==> config.mk <==
export PLATFORM = sky130hd
export DESIGN_NAME = obwtp_cell
export DESIGN_NICKNAME = d
export VERILOG_FILES = /design/src/rtl/obwtp_pkg.sv /design/src/rtl/obwtp_cell.sv
export SDC_FILE = /design/constraint.sdc
export NUM_CORES = 1
export LEC_CHECK = 0
export BUFFER_PORTS_ARGS = -buffer_cell sky130_fd_sc_hd__buf_2
export CELL_PAD_IN_SITES_DETAIL_PLACEMENT = 1
export CELL_PAD_IN_SITES_GLOBAL_PLACEMENT = 1
export CORE_UTILIZATION = 29
export DETAILED_ROUTE_END_ITERATION = 6
export MAX_ROUTING_LAYER = met4
export PLACE_DENSITY_LB_ADDON = 0.1
export SYNTH_ARGS = -nofsm -noshare
export SYNTH_HDL_FRONTEND = slang
export SYNTH_SLANG_ARGS = --single-unit
==> constraint.sdc <==
create_clock -name clk -period 3.7 [get_ports clk]
set_clock_uncertainty 0.15 [all_clocks]
set_input_delay 0.185 -clock clk [delete_from_list [all_inputs] [get_ports clk]]
set_output_delay 0.185 -clock clk [all_outputs]
set_load 0.005 [all_outputs]
==> src/rtl/obwtp_pkg.sv <==
// ----------------------------------------------------------------------------
// obwtp_pkg: shared types and constants of the weighted top price book
// Entry, cell control and sequencer types, mode and status codes.
// ----------------------------------------------------------------------------
package obwtp_pkg;

	localparam int MAX_ORDERS_DEF = 64;

	localparam logic [1:0] MODE_INSERT  = 2'd0;
	localparam logic [1:0] MODE_ERASE   = 2'd1;
	localparam logic [1:0] MODE_ADVANCE = 2'd2;

	localparam logic [1:0] ST_OK     = 2'd0;
	localparam logic [1:0] ST_ABSENT = 2'd1;
	localparam logic [1:0] ST_FULL   = 2'd2;

	localparam logic [48:0] TIME_MAX   = 49'h0_FFFF_FFFF_FFFF;
	localparam logic [64:0] WEIGHT_MAX = 65'h0_000F_FFFF_FFFF_FFFF;

	typedef struct packed {
		logic        valid;
		logic [31:0] id;
		logic [31:0] price;
	} entry_t;

	typedef enum logic [1:0] {
		CELL_HOLD,
		CELL_REMOVE,
		CELL_INSERT
	} cell_op_t;

	typedef struct packed {
		cell_op_t op;
		logic     take_next;
	} cell_ctl_t;

	typedef enum logic [2:0] {
		S_IDLE,
		S_REMOVE,
		S_INSERT,
		S_SEG,
		S_MUL,
		S_ACC
	} state_t;

endpackage

==> src/rtl/obwtp_cell.sv <==
// ----------------------------------------------------------------------------
// obwtp_cell: one slot of the price-sorted order chain
// Holds one order, compares it with the request key and takes its content
// from a neighbor or from the key when the chain shifts.
// ----------------------------------------------------------------------------
module obwtp_cell
	import obwtp_pkg::*;
(
	input  logic        clk,
	input  logic        arst_n,
	input  cell_ctl_t   ctl,
	input  logic [31:0] key_id,
	input  logic [31:0] key_price,
	input  entry_t      prev_ent,
	input  logic        prev_gt,
	input  entry_t      next_ent,
	output entry_t      ent,
	output logic        match,
	output logic        gt
);

	logic        valid_q;
	logic [31:0] id_q;
	logic [31:0] price_q;
	entry_t      ent_d;

	assign ent   = '{valid: valid_q, id: id_q, price: price_q};
	assign match = valid_q && (id_q == key_id);
	// The chain is sorted by falling price, so gt is low at the head and
	// high from the insert position on.
	assign gt    = !valid_q || (key_price > price_q);

	always_comb begin
		ent_d = ent;
		case (ctl.op)
			CELL_REMOVE: begin
				if (ctl.take_next) begin
					ent_d = next_ent;
				end
			end
			CELL_INSERT: begin
				if (gt) begin
					if (prev_gt) begin
						ent_d = prev_ent;
					end else begin
						ent_d = '{valid: 1'b1, id: key_id, price: key_price};
					end
				end
			end
			default: begin
			end
		endcase
	end

	always_ff @(posedge clk or negedge arst_n) begin
		if (!arst_n) begin
			valid_q <= 1'b0;
		end else begin
			valid_q <= ent_d.valid;
		end
	end

	always_ff @(posedge clk) begin
		id_q    <= ent_d.id;
		price_q <= ent_d.price;
	end

endmodule

==> results of run 1 <==
[routing by layer]
| metal | track usage (%) | vias to the layer above |
|---|---|---|
| li1 | - | 2192 |
| met1 | 22.7 | 2022 |
| met2 | 35.3 | 165 |
| met3 | 4.09 | 21 |
| met4 | 6.59 | 0 |
| met5 | - | - |
[report_power, final]
part | switching, mW | internal [mW]
combinational | 0.274 | 0.270
sequential | 0.0350 | 0.888
clock | 0.300 | 0.441
[area by class of cell]
| type | instances | area (µm²) | share of cell area (%) |
|---|---|---|---|
| Multi-Input combinational cell | 325 | 2350 | 35.5 |
| Sequential cell | 65 | 1950 | 29.5 |
| Timing Repair Buffer | 301 | 1690 | 25.6 |
| Tap cell | 188 | 235 | 3.56 |
| Clock buffer | 10 | 229 | 3.47 |
| Inverter | 34 | 128 | 1.93 |
| Clock inverter | 6 | 25.0 | 0.379 |
| Antenna cell | 2 | 5.00 | 0.0757 |
[stage by stage]
| stage | util (%) | setup WS [ps] | hold slack (ps) | area, µm² |
|---|---|---|---|---|
| 4_1_cts | 43.4 | 763 | 0.107 | 6600 |
| 5_1_grt | 43.5 | 558 | 16.4 | 6610 |
| 3_3_place_gp | 39.6 | 826 | -188 | 6020 |
| 2_1_floorplan | - | 664 | -261 | 4500 |
| 6_report | 43.5 | 823 | 5.51 | 6610 |
| 3_5_place_dp | 39.6 | 795 | -187 | 6020 |
[critical path, cell delays in order (launching register included)]
cell and delay [ps]:
edfxtp_1 350, inv_1 50, ha_1 310, nand4_2 160
nor4_4 330, a221o_1 210, a211oi_2 50, o22ai_2 230
a22o_4 410, buf_4 310
[final timing paths]
kind | cells after the start | end
min in group asynchronous | 2 | valid_q
worst max-delay path | 9 | id_q[14]
worst min-delay path | 3 | price_q[19]
worst max register to register | 9 | id_q[14]
worst min register to register | 2 | valid_q
max in group asynchronous | 2 | valid_q
[cells in the mapped netlist (all sizes together)]
library cell,instances,area (µm²)
o221ai,1,8.76
xnor2,28,245
a2111oi,1,8.76
dfrtp,1,25.0
nand2b,1,6.26
o22ai,1,12.5
xor2,4,35.0
ha,32,400
a21oi,12,60.1
a22oi,1,7.51
clkbuf,13,48.8
a22o,1,8.76
and3,1,7.51
nor2b,3,18.8
o2111ai,1,8.76
nand4,13,93.8
a221o,1,10.0
buf,9,47.6
nor2,3,11.3
a21o,2,15.0
a211oi,2,20.0
nor4,6,52.6
edfxtp,64,1920
o211ai,1,7.51
mux2i,65,651
nand3,3,15.0
o21a,2,15.0
o21ai,65,325
inv,34,128
o22a,1,8.76
nand2,74,278
[kinds of logic (layout without fill, tap and decap cells)]
kind of cell	after synthesis	in the layout	share of synthesized area (%)
AO/OA/AOI/OAI	92	92	11.5
XOR/XNOR	32	32	6.23
adder cells (fa/ha/maj)	32	32	8.89
buffers and inverters	56	351	4.98
flip-flops	65	65	43.2
multiplexers	65	65	14.5
other	0	2	0
AND/OR/NAND/NOR	104	104	10.7
[sequential cells by signal, indices dropped and copies added (netlist names)]
name,flops
id_q,32
price_q,32
valid_q,1
==> results.cfg, run 1 <==
[setup_path]
critPathLaunchType = register
rr_startpoint = price_q[27]
crit_fanout = 26
critPathLaunch = price_q[27]
critical_path_class = reg2reg
setup.worst_path.end_class = register
cp_data_required_time_ps = 3560
worst-r2r-setup-slack_ps = 820
arrival_ps = 2740

[flow_run]
maxCapViolations = 0

[routing]
avgViaCountPerCell = 4.73
drt_pass1_iterations = 4
ant_nets = 0
wl_mm = 15.5
wl_per_cell_um = 16.6
met3_length_um = 938
vias = 4400
first_iter_violations = 107
dr_wl_met2_mm = 7.85
m1WireLength_mm = 6.40
top_layer = met4
drc_errors = 0

[clock_network]
cts_tree = built
ctsResizeCount = 0
cts_buffers = 9
htreeDepth = 3
cts_hold_buf = 33
clock_path_buffers = 2
cts_root_buf = clkbuf_16
worstSkewPairLatency_ps = 320
clock-sinks = 65
clk_pin_slew_ps = 50
post_cts_buffers = 0

[finish]
nets = 968
final_common_cell = buf_2
finalNonFillerCells = 931
syn2layout_area_growth_pct = 46.8
drive_gt1_share_pct = 38.7
layout.cells.most_common_list = buf_2, nand2_1, mux2i_1, o21ai_0, edfxtp_1
fill_cells = 1836

[die]
die_w_um = 127
io-pin-count = 267
start_util_pct = 29.6
die-area_mm2 = 0.0160
core_area_mm2 = 0.0152
dieHeight_um = 127
rows = 45

[yosys]
syn_nets = 678
ys_types = 36
synth-seq-cells = 65
syn_avg_cell_area_um2 = 10.1
yosys_warnings = 0
netlist_area_mm2 = 0.00450
synth-seq-area-share_pct = 43.2
synthCells = 446

[global_routing]
grt_pass1_wl_mm = 24.0
grt_max_degree = 129
antenna_found_initial = 1
grt_overflow = 0
grt_pass1_vias = 4678
grt_use_total_pct = 20.1

[timing]
final.min_clock_period_ps = 2880
period_share_pct = 77.8
slew_viol_final = 0
relSlewSlack_pct = 21.2
hold_viol_final = 0
rsz0062_at_grt = no
setup_viol_count_final = 0
worstMarginPinSlew_ps = 1180
max_freq_mhz = 348
setup_tns_ps = 0

[placed_design]
placed_cells = 880
dp.final_hpwl_mm = 12.1
finalWeightedCongestion = 0.785
portBuffers = 266

[hold_path]
min_path_type = in2reg
worstHoldStart = next_ent[19]

[outcome]
status = finished clean

[pwr]
vdd_drop_max_mv = 0.187
p_per_area_mw_per_mm2 = 334
leakage_nw = 3.25
p_total_mw = 2.21
Note: power is estimated with default switching activity, not from simulation.
==> run 2, diff against run 1 <==
--- a/config.mk
+++ b/config.mk
@@ -8,7 +8,7 @@
 export BUFFER_PORTS_ARGS = -buffer_cell sky130_fd_sc_hd__buf_2
 export CELL_PAD_IN_SITES_DETAIL_PLACEMENT = 1
 export CELL_PAD_IN_SITES_GLOBAL_PLACEMENT = 1
-export CORE_UTILIZATION = 29
+export CORE_UTILIZATION = 32
 export DETAILED_ROUTE_END_ITERATION = 6
 export MAX_ROUTING_LAYER = met4
 export PLACE_DENSITY_LB_ADDON = 0.1
==> constraint.sdc (replaced) <==
create_clock -name clk -period 2.7 [get_ports clk]
set_clock_uncertainty 0.15 [all_clocks]
set_input_delay 0.135 -clock clk [delete_from_list [all_inputs] [get_ports clk]]
set_output_delay 0.135 -clock clk [all_outputs]
set_load 0.005 [all_outputs]
==> run 2 against run 1 <==
Compared with the run above: non-clock buffer count rose by 37; sequential cell count did not move; fmax rose by 13%; sequential share of layout area fell by 1.8 points; routed wire length rose by 2.4%; critical path type unchanged; largest power group unchanged.
==> results.cfg, run 2 (synthesis gave the netlist of run 1 again) <==
[clock_network]
cts_tree = built
clock-sinks = 65
cts_buffers = 9
cts_root_buf = clkbuf_16
post_cts_buffers = 0
clock_path_buffers = 2
htreeDepth = 3
worstSkewPairLatency_ps = 330
clk_pin_slew_ps = 50

[timing]
final.min_clock_period_ps = 2550
setup_viol_count_final = 0
hold_viol_final = 0
max_freq_mhz = 392
worstMarginPinSlew_ps = 510
slew_viol_final = 0
relSlewSlack_pct = 66.0
rsz0062_at_grt = no
period_share_pct = 94.4
setup_tns_ps = 0

[global_routing]
grt_overflow = 0
grt_max_degree = 77
antenna_found_initial = 0
grt_use_total_pct = 22.6
grt_pass1_vias = 4889
grt_pass1_wl_mm = 24.4

[setup_path]
path_buf_inv = 2
critPathLaunchType = register
crit_fanout = 28
arrival_ps = 2430
slowest_delay_ps = 330
cp_data_required_time_ps = 2580
setup.worst_path.end_class = register
crit_family = compound AO/OA/AOI/OAI gates
critical_path_class = reg2reg
crit_path_cell_trace = inv_1, ha_1, nand4_2, nor4_4, a221o_1, a211oi_2, o22ai_2, a22o_4, buf_12
cp_slowest_cell = edfxtp_1

[die]
start_util_pct = 33.3
die_w_um = 121
io-pin-count = 267
die-area_mm2 = 0.0145
dieHeight_um = 121
rows = 42
core_area_mm2 = 0.0135

[outcome]
status = finished clean

[routing]
wl_per_cell_um = 16.6
drc_errors = 0
wl_mm = 15.9
drt_pass1_iterations = 4
avgViaCountPerCell = 4.77
vias = 4553
ant_nets = 0
first_iter_violations = 133

[finish]
nets = 1005
drive_gt1_share_pct = 38.0
final_common_cell = buf_2
finalNonFillerCells = 954
syn2layout_area_growth_pct = 56.5
n_antenna_cell = 0
layout.cells.most_common_list = buf_2, nand2_1, dlygate4sd3_1, mux2i_1
reg.largest.list = id_q: 32 flops, price_q: 32 flops, valid_q: 1 flops

[placed_design]
dp.final_hpwl_mm = 12.2
finalWeightedCongestion = 0.792
portBuffers = 266
placed_cells = 872

[pwr]
p_per_area_mw_per_mm2 = 455
vdd_drop_max_mv = 0.274
p_total_mw = 3.21
leakage_nw = 3.43

[hold_path]
min_path_type = in2reg

[flow_run]
maxCapViolations = 0
## run 2: cell types whose count changed in the layout (fill, tap and decap cells not counted), sizes merged
cell         before  now
diode             2    0
buf             268  272
clkinvlp          0    1
dlygate4sd3      33   66
bufinv            0    1
clkbuf           10   11
clkinv            6    3
## run 2: path summary, 6_finish.rpt
| kind | start | end | slack [ps] | cells after the start |
|---|---|---|---|---|
| max in group asynchronous | arst_n | valid_q | 1750 | 3 |
| min | next_ent[14] | price_q[14] | 10 | 3 |
| min reg2reg | valid_q | valid_q | 640 | 2 |
| min in group asynchronous | arst_n | valid_q | 540 | 3 |
| max reg2reg | price_q[31] | id_q[27] | 150 | 9 |
| max | price_q[31] | id_q[27] | 150 | 9 |
## run 2: area by class of cell
class | instances | area, µm²
clock buffer | 11 | 233
clock inverter | 5 | 56.3
fill | 1613 | 6460
inverter | 34 | 128
multi-input combinational | 325 | 2360
sequential | 65 | 1950
tap | 176 | 220
timing repair buffer | 338 | 2100
## run 2: worst min-delay path: stages
cell     delay [ps]
buf_2            80
nand2_1          40
o21ai_0         100
## run 2: repair_timing
item                                    CTS  global route
hold buffers                             66             0
hold endpoints to repair                 65             0
endpoints found under the setup margin    0            65
gates resized for setup                   0             2
## run 2: power by group
| part | leakage, nW | total (mW) | internal (mW) | switching [mW] |
|---|---|---|---|---|
| logic | 2.68 | 0.801 | 0.414 | 0.387 |
| clock network | 0.139 | 1.14 | 0.713 | 0.425 |
| registers | 0.612 | 1.27 | 1.22 | 0.0487 |
| total | 3.43 | 3.21 | 2.34 | 0.861 |
## run 2: metrics by stage
stage	hold WS, ps	setup WS [ps]	util [%]	cell area (µm²)
2_1_floorplan	-311	3.31	-	4510
6_report	12.4	151	52.2	7050
3_5_place_dp	-232	37.9	45.0	6080
5_1_grt	31.3	3.54	52.2	7050
3_3_place_gp	-234	159	45.0	6080
4_1_cts	0.848	33.5	52.1	7030
## run 2: routing by layer
| layer | global-route usage, % | vias to the layer above | wire length [µm] |
|---|---|---|---|
| li1 | - | 2259 | - |
| met1 | 24.2 | 2088 | 6300 |
| met2 | 40.8 | 179 | 8190 |
| met3 | 3.87 | 27 | 919 |
| met4 | 9.95 | 0 | 450 |
| met5 | - | - | 0 |
